**config.mk**
```make
export PLATFORM = sky130hd
export DESIGN_NAME = sss_fifo
export DESIGN_NICKNAME = d
export VERILOG_FILES = /design/src/rtl/sss_pkg.sv /design/src/rtl/sss_fifo.sv
export SDC_FILE = /design/constraint.sdc
export NUM_CORES = 1
export LEC_CHECK = 0
export BUFFER_PORTS_ARGS = -buffer_cell sky130_fd_sc_hd__buf_2
export CAP_MARGIN = 15
export CORE_ASPECT_RATIO = 0.8
export CORE_UTILIZATION = 55
export CTS_CLUSTER_SIZE = 28
export DETAILED_ROUTE_END_ITERATION = 10
export HOLD_SLACK_MARGIN = 0.06
export PLACE_DENSITY_LB_ADDON = 0.25
export REMOVE_ABC_BUFFERS = 1
export SLEW_MARGIN = 20
export SYNTH_ARGS = -nofsm -noshare
export SYNTH_HDL_FRONTEND = slang
export SYNTH_SLANG_ARGS = --single-unit
export TNS_END_PERCENT = 20
```
**constraint.sdc**
```tcl
create_clock -name clk_i -period 10.3 [get_ports clk_i]
set_input_delay 0.515 -clock clk_i [delete_from_list [all_inputs] [get_ports clk_i]]
set_output_delay 0.515 -clock clk_i [all_outputs]
set_load 0.02 [all_outputs]
```
**src/rtl/sss_pkg.sv**
```systemverilog
// Shared types and constants for the sample set statistics unit.
// Used by every module of the block; depends on nothing.
package sss_pkg;

  localparam int SampleW    = 16;
  localparam int CountW     = 17;
  localparam int MaxSamples = 65536;
  localparam int SumW       = 32;
  localparam int SqSumW     = 47;
  localparam int SquareW    = 32;
  localparam int MagW       = 32;

  localparam int FifoDepth  = 4;
  localparam int FifoPtrW   = $clog2(FifoDepth);
  localparam int FifoCntW   = $clog2(FifoDepth + 1);

  localparam int DivW       = 80;
  localparam int DivisorW   = 34;
  localparam int DivCntW    = $clog2(DivW + 1);
  localparam int QuotW      = 48;

  localparam int MeanW      = 24;
  localparam int SdW        = 24;

  localparam logic signed [SampleW-1:0] MinInit = {1'b0, {(SampleW-1){1'b1}}};
  localparam logic signed [SampleW-1:0] MaxInit = {1'b1, {(SampleW-1){1'b0}}};

  localparam logic [QuotW-1:0] MeanPosLimit = QuotW'(8388607);
  localparam logic [QuotW-1:0] MeanNegLimit = QuotW'(8388608);
  localparam logic [MeanW-1:0] MeanPosSat   = 24'h7FFFFF;
  localparam logic [MeanW-1:0] MeanNegSat   = 24'h800000;

  localparam logic [QuotW-1:0] SqrtTopBit   = QuotW'(1) << (QuotW - 2);

  // Totals of one finished set, handed from the front to the back.
  typedef struct packed {
    logic signed [SampleW-1:0] min_value;
    logic signed [SampleW-1:0] max_value;
    logic signed [SumW-1:0]    sum;
    logic [SqSumW-1:0]         sum_sq;
    logic [CountW-1:0]         count;
    logic                      overflow;
  } set_rec_t;

  typedef enum logic [3:0] {
    BK_IDLE,
    BK_MUL0,
    BK_MUL1,
    BK_SUM,
    BK_DIFF,
    BK_MEAN_START,
    BK_MEAN_WAIT,
    BK_VAR_START,
    BK_VAR_WAIT,
    BK_SQRT,
    BK_OUT
  } back_state_e;

endpackage

```
**src/rtl/sss_fifo.sv**
```systemverilog
// Short queue of finished set records between the front and the back.
// Depends on sss_pkg for the record type and depth.
module sss_fifo (
  input  logic                          clk_i,
  input  logic                          rst_ni,
  input  logic                          push_i,
  input  sss_pkg::set_rec_t             rec_i,
  input  logic                          pop_i,
  output sss_pkg::set_rec_t             rec_o,
  output logic                          empty_o,
  output logic [sss_pkg::FifoCntW-1:0]  cnt_o
);

  sss_pkg::set_rec_t               mem_q [sss_pkg::FifoDepth];
  logic [sss_pkg::FifoPtrW-1:0]    wptr_q, rptr_q;
  logic [sss_pkg::FifoCntW-1:0]    cnt_q;
  logic                            do_push, do_pop;

  assign empty_o = (cnt_q == '0);
  assign cnt_o   = cnt_q;
  assign rec_o   = mem_q[rptr_q];
  assign do_push = push_i && (cnt_q != sss_pkg::FifoCntW'(sss_pkg::FifoDepth));
  assign do_pop  = pop_i && !empty_o;

  always_ff @(posedge clk_i or negedge rst_ni) begin
    if (!rst_ni) begin
      wptr_q <= '0;
      rptr_q <= '0;
      cnt_q  <= '0;
    end else begin
      if (do_push) wptr_q <= wptr_q + sss_pkg::FifoPtrW'(1);
      if (do_pop)  rptr_q <= rptr_q + sss_pkg::FifoPtrW'(1);
      cnt_q <= cnt_q + sss_pkg::FifoCntW'(do_push) - sss_pkg::FifoCntW'(do_pop);
    end
  end

  always_ff @(posedge clk_i) begin
    if (do_push) mem_q[wptr_q] <= rec_i;
  end

endmodule

```
# After elaboration in Yosys (flattened, before gate mapping)
# Memories as Yosys holds them, arrays and structs flattened.
# Index checks and enable logic that the tools add are counted.
# classes
add_sub_neg	4
eq_ne	1
muxes	2
n_reduce_logical	4
# ops
op	n
2-bit by 1-bit adder with 2-bit output, second input constant	2
3-bit by 1-bit adder with 3-bit output	1
3-bit zero test	1
3-bit inequality test, second input constant	1
3-bit by 1-bit subtractor with 3-bit output	1
1-bit logical AND	2
1-bit two-way mux	2
1-bit zero test	1
# word_totals
regBits	7
ram_bits	516
in_bits	133
output_inout_bits	133
elab_cells	15
n_memories	1
# mem_list
memory	words	width	rd	rd_ports_with_merged_regs	wr	line	text
mem_q	4	129	1	0	1	sss_fifo.sv:14	sss_pkg::set_rec_t mem_q [sss_pkg::FifoDepth];

# Depth between registers and ports, before layout
# depth
depth_word	4
ltp_mapped	9
ltp_nobuf	9

# Worst setup path before layout
# OpenSTA, ideal clock, no wires.
# synth_timing
kind	reg-to-reg
startpoint	reg cnt_q (netlist bit cnt_o[1])
endpoint	mem mem_q[0][0] in the netlist's numbering, enable pin
setup_time_ns	0.505
arrival_time_ns	3.842
required_time_ns	9.795
path_slack_ns	5.953
path_stages_with_launch	3
path_buffers	0
cell_sequence	dfrtp_1 nor3b_1 and3b_1
# synth_via
elab_chain_cells	4
# synth_lines
element	line	text
start: declaration	sss_fifo.sv:16	logic [sss_pkg::FifoCntW-1:0] cnt_q;
start signal: assignment	sss_fifo.sv:33	cnt_q <= cnt_q + sss_pkg::FifoCntW'(do_push) - sss_pkg::FifoCntW'(do_pop);
3-bit inequality test	sss_fifo.sv:22	assign do_push = push_i && (cnt_q != sss_pkg::FifoCntW'(sss_pkg::FifoDepth));
1-bit logical AND	sss_fifo.sv:22	
1-bit two-way mux	sss_fifo.sv:38	if (do_push) mem_q[wptr_q] <= rec_i;
1-bit two-way mux (implied by the code)	sss_fifo.sv:38	
end: declaration	sss_fifo.sv:14	
# Every way passes these cells.

==> impl_summary.txt <==
----------------------------------------------------
[Outcome]
  Result of the run ... finished clean

[Finish]
  Commonest cells after routing, fill and taps aside ... sky130_fd_sc_hd__edfxtp_1, sky130_fd_sc_hd__buf_2, sky130_fd_sc_hd__mux4_2
  Final Net Count ... 1153
  Share of post-route cells with drive strength above 1 ... 45.4%
  Commonest non-fill, non-tap cell in the layout ... sky130_fd_sc_hd__edfxtp_1
  Post-route cell area ... 22400 um^2
  Synthesis-to-layout area growth ... 17.3%
  Final std cells w/o fill ... 1517

[Clocking]
  Clock Pin Slew Worst Setup and Hold Paths ... 0.06 ns
  CTS root buffer ... sky130_fd_sc_hd__clkbuf_16
  Insertion delay of the later-clocked pin in the worst-skew pair ... 0.55 ns
  Clock sink count ... 523
  H-tree Lvls ... 2
  TritonCTS Buffers ... 48
  CTS resizes ... 0
  CTS tree ... built
  Maximum count of clock buffers along a single path ... 3

[Timing]
  Final period utilization ... 36.5%
  Unrepaired setup endpoints after global routing ... false
  Sum of negative setup slack ... 0 ns
  Highest clock frequency the design can meet ... 266 MHz
  Worst rel slew slack ... 33.6%
  Largest clock skew in the final design ... 0.0103 ns
  Setup-violating endpoint count in the final report ... 0
  Shortest clock period the worst path allows after layout ... 3.76 ns
  Smallest setup slack after layout ... 6.54 ns
  Worst Max-Slew Pin Slew ... 0.996 ns
  Hold Fails Final Rpt ... 0
  Slew Viols, Final ... 0

[GRT]
  Initial antenna violation count ... 9
  Vias in the first global route ... 8815
  Residual overflow from global routing ... 0
  Overall Global Routing Usage ... 19.3%
  Global-route wire length before repair ... 51200 um
  Maximum number of pins on one net before global-route repair ... 69

[Pwr]
  Cell-internal power ... 0.00461 W
  Total leakage power ... 7.59 nW
  Sequential fraction of design power ... 44.8%
  Part of the total power dissipated in the clock network ... 25.0%
  Final Total Pwr ... 0.00671 W
  Max VDD drop ... 0.200 mV
  Net Sw Power ... 0.00209 W
  Power Density ... 300 nW/um^2
  Combinational share of power ... 30.2%
  Sw frac ... 31.2%

[Route]
  Number of nets with antenna violations after routing ... 0
  Vias per cell ... 5.58
  Avg WL per Cell ... 22.3 um
  Initial DRT Pass Iterations ... 6
  DRT iter0 DRCs ... 498
  Via count ... 8459
  Remaining design rule violation count ... 0
  Wirelength, routed ... 33900 um

[Flow run]
  Max capacitance violation total ... 0

[Setup path]
  Critical Path AT ... 3.24 ns
  Count of buffer and inverter cells on the critical path ... 2
  Crit path max fanout ... 68
  Worst stage delay on the critical path ... 1.04 ns
  Crit path max-delay cell type ... sky130_fd_sc_hd__dfrtp_4
  Chain of cells forming the critical path ... buf_4 > mux4_2 > buf_2
  Critical path required time ... 9.79 ns
  Category of the worst setup path capture point ... primary output
  Startpoint type of the worst setup path ... register
  Crit path kind ... register to primary output
  Cell class contributing the biggest share of worst-path delay ... buffers and inverters

[Placed design]
  IO buf count ... 265
  Post-detailed-placement cell area ... 20900 um^2
  Last weighted congestion value of the routability-driven placer ... 0.735
  Inst Count DP ... 1427
  Worst setup slack after placement ... 7.03 ns
  Hpwl dp ... 20100 um

[Logic synthesis]
  Mapped Avg Cell Area ... 26.7 um^2
  Post-synthesis instance area ... 19100 um^2
  Seq cells post-synth ... 523
  Register area share after synthesis ... 82.2%
  Synth warn ... 0
  Number of instances in the synthesized netlist ... 715
  Post-synthesis cell type count ... 21

[Die]
  Core Rows ... 60
  Die ar. ... 35400 um^2
  Area of the core ... 33900 um^2
  Die height ... 169 um
  Width of the die ... 210 um
  Starting density of the core ... 56.3%
  Number of top-level pins ... 266

[Worst hold path]
  Kind of path behind the tightest hold check ... input port to register

----------------------------------------------------
worst reg2reg max path, cell delays in order, from the launching register on:
cell and delay (ns):
sky130_fd_sc_hd__dfrtp_1 0.47, sky130_fd_sc_hd__nor3b_1 0.25, sky130_fd_sc_hd__and3b_4 0.32, sky130_fd_sc_hd__buf_4 0.72, sky130_fd_sc_hd__buf_4 0.92
layout make-up:
class,instances,area [um^2]
Clock inverter,18,196
Tap cell,465,582
Fill cell,2171,11500
Clock buffer,64,1280
Multi-Input combinational cell,157,3180
Timing Repair Buffer,277,1420
Sequential cell,523,15700
Inverter,6,22.5
Antenna cell,7,17.5
Yosys cell counts:
library cell / n / share of area (%)
sky130_fd_sc_hd__and3b_1: 4 / 0.18
sky130_fd_sc_hd__buf_1: 1 / 0.020
sky130_fd_sc_hd__buf_2: 12 / 0.31
sky130_fd_sc_hd__buf_4: 2 / 0.079
sky130_fd_sc_hd__buf_6: 11 / 0.65
sky130_fd_sc_hd__clkbuf_1: 3 / 0.059
sky130_fd_sc_hd__dfrtp_1: 7 / 0.92
sky130_fd_sc_hd__edfxtp_1: 516 / 81
sky130_fd_sc_hd__fa_1: 1 / 0.10
sky130_fd_sc_hd__ha_1: 6 / 0.39
sky130_fd_sc_hd__inv_1: 6 / 0.12
sky130_fd_sc_hd__mux4_2: 129 / 15
sky130_fd_sc_hd__nand2_1: 1 / 0.020
sky130_fd_sc_hd__nand2b_1: 4 / 0.13
sky130_fd_sc_hd__nand4bb_1: 2 / 0.12
sky130_fd_sc_hd__nor3_1: 1 / 0.026
sky130_fd_sc_hd__nor3b_1: 1 / 0.039
sky130_fd_sc_hd__o211ai_1: 2 / 0.079
sky130_fd_sc_hd__o311ai_0: 1 / 0.046
sky130_fd_sc_hd__o31ai_1: 1 / 0.039
sky130_fd_sc_hd__xnor2_1: 4 / 0.18
path summary, 6_finish.rpt:
path                       slack [ns]  cells past startpoint             startpoint                      to
min in group asynchronous        0.32                      2                 rst_ni      cnt_o[0]$_DFF_PN0_
setup / recovery                 6.54                      3  rptr_q[1]$_DFFE_PN0P_               rec_o[18]
setup reg to reg                 7.21                      4     cnt_o[2]$_DFF_PN0_  mem_q[3][47]$_DFFE_PP_
max in group asynchronous        9.80                      2                 rst_ni   rptr_q[1]$_DFFE_PN0P_
hold / removal                   0.17                      1              rec_i[80]  mem_q[1][80]$_DFFE_PP_
hold reg to reg                  0.64                      2  wptr_q[0]$_DFFE_PN0N_   wptr_q[0]$_DFFE_PN0N_
routing by layer:
| metal | part of all wire [%] | track usage [%] | up-vias | routed length [um] |
|---|---|---|---|---|
| met5 | 0.12 | 0 | - | 40 |
| met4 | 1.9 | 5.01 | 6 | 638 |
| met3 | 7.4 | 5.79 | 62 | 2510 |
| met2 | 49 | 31.1 | 247 | 16700 |
| met1 | 41 | 26.3 | 4432 | 14000 |
| li1 | - | - | 3712 | - |
through the flow:
stage / hold WS (ns) / util [%]
floorplan: 0.219 / -
global placement: 0.361 / 61.6
detailed placement: 0.359 / 61.6
CTS: 0.133 / 66.0
global route: 0.149 / 66.0
finish: 0.169 / 66.1
cells by family after synthesis:
logic type | after synthesis | share of synthesized area [%]
AO/OA/AOI/OAI | 4 | 0.164
XOR/XNOR | 4 | 0.184
adder cells (fa/ha/maj) | 7 | 0.499
buffers and inverters | 35 | 1.24
flip-flops | 523 | 82.2
multiplexers | 129 | 15.2
AND/OR/NAND/NOR | 13 | 0.518
flip-flops by register name, summed over array words and instances (netlist names):
| signal | count |
|---|---|
| cnt_o | 3 |
| mem_q | 516 |
| rptr_q | 2 |
| wptr_q | 2 |
power groups by stage:
stage | clock (W) | sequential [W] | combinational (W)
CTS | 0.00173 | 0.00302 | 0.00207
global placement | 0 | 0.00304 | 0.00205
finish | 0.00168 | 0.00301 | 0.00202
global route | 0.00179 | 0.00305 | 0.00215
floorplan | 0 | 0.00315 | 0.00140
detailed placement | 0 | 0.00306 | 0.00206
what timing repair did:
item / in CTS / in global routing
hold endpoints to repair: 7 / 0
setup buffers: 0 / 0
hold buffers: 1 / 0
(Power assumes the default switching activity.)
