File: config.mk
export PLATFORM = sky130hd
export DESIGN_NAME = sss_front
export DESIGN_NICKNAME = d
export VERILOG_FILES = /design/src/rtl/sss_pkg.sv /design/src/rtl/sss_front.sv
export SDC_FILE = /design/constraint.sdc
export NUM_CORES = 1
export LEC_CHECK = 0
export BUFFER_PORTS_ARGS = -buffer_cell sky130_fd_sc_hd__buf_2
export CORE_UTILIZATION = 55
export CTS_BUF_LIST = sky130_fd_sc_hd__clkbuf_4 sky130_fd_sc_hd__clkbuf_8
export DETAILED_ROUTE_END_ITERATION = 10
export GPL_TIMING_DRIVEN = 0
export HOLD_SLACK_MARGIN = 0.02
export PLACE_DENSITY = 0.79
export SLEW_MARGIN = 20
export SYNTH_ARGS = -nofsm -noshare
export SYNTH_HDL_FRONTEND = slang
export SYNTH_SLANG_ARGS = --single-unit
File: constraint.sdc
create_clock -name clk_i -period 10.2 [get_ports clk_i]
set_input_delay 3.06 -clock clk_i [delete_from_list [all_inputs] [get_ports clk_i]]
set_output_delay 3.06 -clock clk_i [all_outputs]
set_load 0.005 [all_outputs]
File: src/rtl/sss_pkg.sv
// Shared types and constants for the sample set statistics unit.
// Used by every module of the block; depends on nothing.
package sss_pkg;

  localparam int SampleW    = 16;
  localparam int CountW     = 17;
  localparam int MaxSamples = 65536;
  localparam int SumW       = 32;
  localparam int SqSumW     = 47;
  localparam int SquareW    = 32;
  localparam int MagW       = 32;

  localparam int FifoDepth  = 4;
  localparam int FifoPtrW   = $clog2(FifoDepth);
  localparam int FifoCntW   = $clog2(FifoDepth + 1);

  localparam int DivW       = 80;
  localparam int DivisorW   = 34;
  localparam int DivCntW    = $clog2(DivW + 1);
  localparam int QuotW      = 48;

  localparam int MeanW      = 24;
  localparam int SdW        = 24;

  localparam logic signed [SampleW-1:0] MinInit = {1'b0, {(SampleW-1){1'b1}}};
  localparam logic signed [SampleW-1:0] MaxInit = {1'b1, {(SampleW-1){1'b0}}};

  localparam logic [QuotW-1:0] MeanPosLimit = QuotW'(8388607);
  localparam logic [QuotW-1:0] MeanNegLimit = QuotW'(8388608);
  localparam logic [MeanW-1:0] MeanPosSat   = 24'h7FFFFF;
  localparam logic [MeanW-1:0] MeanNegSat   = 24'h800000;

  localparam logic [QuotW-1:0] SqrtTopBit   = QuotW'(1) << (QuotW - 2);

  // Totals of one finished set, handed from the front to the back.
  typedef struct packed {
    logic signed [SampleW-1:0] min_value;
    logic signed [SampleW-1:0] max_value;
    logic signed [SumW-1:0]    sum;
    logic [SqSumW-1:0]         sum_sq;
    logic [CountW-1:0]         count;
    logic                      overflow;
  } set_rec_t;

  typedef enum logic [3:0] {
    BK_IDLE,
    BK_MUL0,
    BK_MUL1,
    BK_SUM,
    BK_DIFF,
    BK_MEAN_START,
    BK_MEAN_WAIT,
    BK_VAR_START,
    BK_VAR_WAIT,
    BK_SQRT,
    BK_OUT
  } back_state_e;

endpackage

File: src/rtl/sss_front.sv
// Front part: squares each sample, then accumulates min, max, sum, sum of squares and count.
// Pushes one set record per finished set into the set queue. Depends on sss_pkg.
module sss_front (
  input  logic                                clk_i,
  input  logic                                rst_ni,
  input  logic                                push,
  output logic                                full,
  input  logic signed [sss_pkg::SampleW-1:0]  sample_i,
  input  logic                                last_i,
  input  logic [sss_pkg::FifoCntW-1:0]        fifo_cnt_i,
  output logic                                rec_push_o,
  output sss_pkg::set_rec_t                   rec_o
);

  logic                                accept;
  logic                                s1_valid_q, s1_last_q;
  logic signed [sss_pkg::SampleW-1:0]  s1_sample_q;
  logic [sss_pkg::SquareW-1:0]         s1_square_q;
  logic [sss_pkg::FifoCntW:0]          need;

  logic signed [sss_pkg::SampleW-1:0]  min_q, max_q, min_d, max_d;
  logic signed [sss_pkg::SumW-1:0]     sum_q, sum_d;
  logic [sss_pkg::SqSumW-1:0]          sum_sq_q, sum_sq_d;
  logic [sss_pkg::CountW-1:0]          count_q, count_d;
  logic                                ovf_q, ovf_d;
  logic                                take;

  // A request in stage one that ends a set takes a queue slot at the end of this cycle.
  assign need   = {1'b0, fifo_cnt_i} + (sss_pkg::FifoCntW + 1)'(s1_valid_q & s1_last_q);
  assign full   = need >= (sss_pkg::FifoCntW + 1)'(sss_pkg::FifoDepth);
  assign accept = push & ~full;

  always_ff @(posedge clk_i or negedge rst_ni) begin
    if (!rst_ni) begin
      s1_valid_q <= 1'b0;
    end else begin
      s1_valid_q <= accept;
    end
  end

  always_ff @(posedge clk_i) begin
    if (accept) begin
      s1_last_q   <= last_i;
      s1_sample_q <= sample_i;
      s1_square_q <= sss_pkg::SquareW'(sss_pkg::SquareW'(sample_i) *
                                       sss_pkg::SquareW'(sample_i));
    end
  end

  assign take = s1_valid_q && (count_q < sss_pkg::CountW'(sss_pkg::MaxSamples));

  always_comb begin
    min_d    = (take && (s1_sample_q < min_q)) ? s1_sample_q : min_q;
    max_d    = (take && (s1_sample_q > max_q)) ? s1_sample_q : max_q;
    sum_d    = take ? sum_q + sss_pkg::SumW'(s1_sample_q) : sum_q;
    sum_sq_d = take ? sum_sq_q + sss_pkg::SqSumW'(s1_square_q) : sum_sq_q;
    count_d  = count_q + sss_pkg::CountW'(take);
    ovf_d    = ovf_q | (s1_valid_q & ~take);
  end

  assign rec_push_o       = s1_valid_q & s1_last_q;
  assign rec_o.min_value  = min_d;
  assign rec_o.max_value  = max_d;
  assign rec_o.sum        = sum_d;
  assign rec_o.sum_sq     = sum_sq_d;
  assign rec_o.count      = count_d;
  assign rec_o.overflow   = ovf_d;

  always_ff @(posedge clk_i or negedge rst_ni) begin
    if (!rst_ni) begin
      min_q    <= sss_pkg::MinInit;
      max_q    <= sss_pkg::MaxInit;
      sum_q    <= '0;
      sum_sq_q <= '0;
      count_q  <= '0;
      ovf_q    <= 1'b0;
    end else if (s1_valid_q && s1_last_q) begin
      min_q    <= sss_pkg::MinInit;
      max_q    <= sss_pkg::MaxInit;
      sum_q    <= '0;
      sum_sq_q <= '0;
      count_q  <= '0;
      ovf_q    <= 1'b0;
    end else if (s1_valid_q) begin
      min_q    <= min_d;
      max_q    <= max_d;
      sum_q    <= sum_d;
      sum_sq_q <= sum_sq_d;
      count_q  <= count_d;
      ovf_q    <= ovf_d;
    end
  end

endmodule

**Word level (Yosys, flattened, before mapping)**

Index checks and enable logic that the tools add are counted.

- Bits in registers: 179
- Input port bits: 23
- Output and inout bits: 131
- Logic and storage cells: 47

- Add/subtract/negate cells: 4
- $mul: 1
- $lt $le $gt $ge: 4
- Muxes and demuxes: 16
- Bitwise operators: 7
- Reduce and logical (&&, ||, !) cells: 5

Operators with widths:

| operator | count |
|---|---|
| $mux 47 | 3 |
| $mux 16 | 6 |
| $mux 32 | 3 |
| $add 47x32->47 | 1 |
| $mux 17 | 2 |
| $add 32x16->32 | 1 |
| $mul 16x16->32 | 1 |
| $add 17x1->17 | 1 |
| $lt 17x17->1 const B | 1 |
| $gt 16x16->1 | 1 |
| $lt 16x16->1 | 1 |
| $add 3x1->4 | 1 |
| $and 1x1->1 | 4 |
| $ge 4x3->1 const B | 1 |
| $logic_and 1x1->1 | 4 |
| $mux 1 | 2 |
| $not 1->1 | 2 |
| $reduce_bool 2->1 | 1 |
| $or 1x1->1 | 1 |

**Depth between registers and ports, before layout**

- Word-level depth: 7
- Gate-level depth with buffers: 26
- Depth with buffers taken out: 25

**Worst setup path before layout**

Ideal clock, no wire load.

- Kind: in2reg
- From: input port sample_i[15] (netlist bit)
- To: register s1_square_q[31] (netlist bit) (data pin)
- Setup time: 0.264 ns
- Data arrival time: 9.457 ns
- Data required time: 9.936 ns
- Setup slack: 0.479 ns
- Cell stages on the path: 23
- Path buffers: 2
- Cell sequence: clkbuf_1 -> clkinv_1 -> buf_1 -> nor2_1 -> fa_1 -> fa_1 -> fa_1 -> fa_1 -> fa_1 -> inv_1 -> fa_1 -> inv_1 -> ha_1 -> a21o_1 -> a21oi_2 -> or4b_1 -> a221o_1 -> a41oi_2 -> a2111oi_1 -> o21a_1 -> o21a_1 -> o41ai_2 -> xnor2_1

- Longest elaborated chain between the ends: 1

Ends and longest elaborated chain:

| item | line | source |
|---|---|---|
| from (decl) | sss_front.sv:8 | `input logic signed [sss_pkg::SampleW-1:0] sample_i,` |
| $mul 16x16->32 | sss_front.sv:45 | `s1_square_q <= sss_pkg::SquareW'(sss_pkg::SquareW'(sample_i) *` |
| to (signal assigned) | sss_front.sv:45 |  |
| to (decl) | sss_front.sv:18 | `logic [sss_pkg::SquareW-1:0] s1_square_q;` |

Every way passes these cells.
A chain may end at the register's enable or synchronous reset.

**Final worst setup path**

- From: input port sample_i[11] (netlist bit)
- To: register s1_square_q[31] (netlist bit) (data pin)

The elaborated chain is that of the path after synthesis.

==> results.sh <==
export IMPL_area_delta_synth_final_pct=8.831
export IMPL_die_w_um=197.2
export IMPL_peakVddDrop_mv=0.4827
export IMPL_finalCritPeriodShare=0.9650
export IMPL_synthCells=2274
export IMPL_synth_compound_area_frac=0.1628
export IMPL_clk_pin_slew_ns=0.10
export IMPL_critPathMaxStageDelay_ns=0.55
export IMPL_grt_use_total=0.3054
export IMPL_multi_input_area_um2=14500
export IMPL_io_pins=154
export IMPL_grt_pass1_vias=17690
export IMPL_period_minus_slack_ns=9.843
export IMPL_cp_max_fo=10
export IMPL_cts_tree="yes"
export IMPL_grt_overflow_total=0
export IMPL_vias=17350
export IMPL_synthAdderAreaFrac=0.3362
export IMPL_clock_latency_ns=0.49
export IMPL_dp_hpwl_um=45990
export IMPL_wl_per_cell_um=19.32
export IMPL_synth_xor_area_frac=0.05183
export IMPL_maxCapViolCount=0
export IMPL_n_fill_cell=3243
export IMPL_hold_path_class="reg -> reg"
export IMPL_syn_nets=2719
export IMPL_seq_area_um2=4684
export IMPL_netlist_area_um2=20960
export IMPL_ys_types=79
export IMPL_synth_area_top_cells="fa_1, dfrtp_1, ha_1, inv_1, edfxtp_1"
export IMPL_cts_sinks=177
export IMPL_end_kind="register"
export IMPL_synth_top_area_cell="fa_1"
export IMPL_relSlewSlack=0.3120
export IMPL_cp_slowest_cell="fa_1"
export IMPL_seq_area_frac_synth=0.2235
export IMPL_wirelength_um=57310
export IMPL_die_h_um=197.2
export IMPL_crit_type="in -> reg"
export IMPL_post_synth_top_area_fraction=0.2245
export IMPL_dr_pass1_iters=6
export IMPL_p_leak_nw=11.52
export IMPL_start_util=0.5577
export IMPL_final_common_cell="inv_1"
export IMPL_fin_cells=2966
export IMPL_ctsHoldBuffers=0
export IMPL_ys_warn_count=0
export IMPL_start_kind="primary input"
export IMPL_routabilityCongestion=0.9773
export IMPL_synth_top_family_by_area="adder cells"
export IMPL_synth_edf_count=47
export IMPL_critPathRequiredTime_ns=10.43
export IMPL_tightest_slew_ns=1.032
export IMPL_dieArea_um2=38880
export IMPL_yosys_area_share_simple=0.1211
export IMPL_async_flop_share=0.7345
export IMPL_post_cts_setup_buffers=0
export IMPL_finalClockSkew_ns=0.02020
export IMPL_rows=71
export IMPL_layout_drive_gt1_share=0.1043
export IMPL_maxSlewViolCount=0
export IMPL_grt_start_max_net_pins=77
export IMPL_cp_arrival_ns=10.08
export IMPL_coreArea_um2=37580
export IMPL_antenna_found_initial=0
export IMPL_rsz0062_at_grt="false"
export IMPL_layout_common_cells="inv_1, nand2_1, fa_1, ha_1, buf_2"
export IMPL_cts_buffer_depth=2
export IMPL_grt_pass1_wl_um=91980
export IMPL_path_buf_inv=6
export IMPL_ctsRootBufferMaster="clkbuf_8"
export IMPL_powerDensity_nw_per_um2=389.4
export IMPL_antenna_left=0
export IMPL_dp_cells=2940
export IMPL_synth_seq_cells=177
export IMPL_status="complete, no violations"
export IMPL_synth_flop_cell="dfrtp_1"
export IMPL_fmax_mhz=101.6
export IMPL_muxShareOfSynthArea=0.01952
export IMPL_port_buffers=153
export IMPL_drc=0
export IMPL_critPathMostFrequentCell="fa_1"
export IMPL_finalHoldViolations=0
export IMPL_critPathTopFamily="adder cells"
export IMPL_design_final_nets=2887
export IMPL_setup_viol=0
export IMPL_synth_area_per_cell_um2=9.215
export IMPL_htree_levels=4
export IMPL_numCtsBuffers=17
export IMPL_tns_ns=0
export IMPL_antenna_cells=0
export IMPL_timing_hold_ws_ns=0.5000
export IMPL_via_per_inst=5.850
export IMPL_drt_iter0_drc=1251
export IMPL_cp_cell_sequence="buf_2, clkbuf_1, nand2_1, fa_1, fa_1, fa_1, inv_1, fa_1, fa_1, inv_1, fa_1, inv_1, ha_1, buf_2, a21oi_2, o21ai_1, or4b_1, a221o_1, a41oi_2, a2111oi_1, o21a_1, o21a_1, o41ai_2, xnor2_1"
-- through the flow --
stage | utilization | area [µm²] | power, mW | setup WS, ns
floorplan | - | 20960 | 6.682 | 0.4790
global placement | 0.5950 | 22360 | 8.112 | -0.5590
detailed placement | 0.5968 | 22430 | 8.344 | -0.7193
CTS | 0.6072 | 22820 | 8.885 | 0.05462
global route | 0.6069 | 22810 | 9.858 | 0.005681
finish | 0.6069 | 22810 | 8.880 | 0.3571
-- worst reg2reg max path, stage by stage (launching register included) --
cell and delay [ns]:
dfrtp_1 0.37, clkbuf_1 0.23, inv_1 0.22, nand2_1 0.31, clkbuf_1 0.29, clkinv_1 0.25
clkbuf_1 0.53, buf_1 0.53, ha_1 0.32, ha_1 0.27, nand2_1 0.08, nor2_1 0.21
and3_1 0.26, and3_1 0.27, nand3_1 0.18, nor2_1 0.30, nand3_1 0.15, xnor2_1 0.25
nand2_1 0.07, o21ai_0 0.08
-- kinds of logic (layout without fill, tap and decap cells) --
logic type               Yosys count  count (layout)
AO/OA/AOI/OAI                    487             487
multiplexers                      38              38
XOR/XNOR                         124             124
buffers and inverters            473             654
adder cells (fa/ha/maj)          422             422
flip-flops                       177             177
AND/OR/NAND/NOR                  553             553
-- layout make-up --
type / count / share of cell area
Timing Repair Buffer: 155 / 0.03621
Multi-Input combinational cell: 1624 / 0.6356
Clock inverter: 12 / 0.005432
Tap cell: 511 / 0.02804
Buffer: 80 / 0.01377
Sequential cell: 177 / 0.2054
Clock buffer: 20 / 0.01180
Inverter: 387 / 0.06375
-- synthesized netlist by cell type, drive strengths merged, types with 11 or more instances --
cell and number:
inv 384, nand2 260, fa 235, ha 187, dfrtp 114, o21ai 108, nor2 92, a21oi 91
xnor2 82, clkbuf 73, a22o 60, a21o 47, edfxtp 47, xor2 42, and2 40, nand3 33
and3 28, nor3 24, mux2 23, o2bb2ai 20, nor2b 19, o21a 18, dfstp 16, mux2i 15
nand4 15, buf 13, nand2b 13, o21bai 13, o31ai 12, a211oi 11, a31oi 11
-- repair_timing --
| action | CTS | global route |
|---|---|---|
| gates resized for setup | 1 | 11 |
| endpoints found under the setup margin | 2 | 2 |
| pin swaps | 0 | 0 |
-- worst paths after layout --
path / from / end / slack, ns / cells after the start
worst min-delay path: min_q[4] / min_q[4] / 0.50 / 2
worst max-delay path: sample_i[11] / s1_square_q[31] / 0.36 / 24
max in group asynchronous: rst_ni / sum_sq_q[33] / 6.94 / 2
worst min register to register: min_q[4] / min_q[4] / 0.50 / 2
worst max register to register: count_q[16] / count_q[16] / 4.96 / 19
min in group asynchronous: rst_ni / max_q[6] / 2.48 / 1
-- per-layer routing --
metal  part of all wire  track usage  vias up
met5                  0            0        -
met4              0.038       0.1255        0
met3              0.074      0.05037      140
met2               0.48       0.5170      709
met1               0.40       0.3885     8572
li1                   -            -     7930
-- sequential cells by signal, indices dropped and copies added, names as in the netlist --
name / flops
count_q: 17
max_q: 16
min_q: 16
ovf_q: 1
s1_last_q: 1
s1_sample_q: 16
s1_square_q: 30
s1_valid_q: 1
sum_q: 32
sum_sq_q: 47
-- power by group --
| group | internal (mW) | switching (mW) |
|---|---|---|
| clock | 0.215 | 0.290 |
| combinational | 3.04 | 4.00 |
| sequential | 1.20 | 0.135 |
| total | 4.45 | 4.43 |
Note: power is estimated with default switching activity, not from simulation.
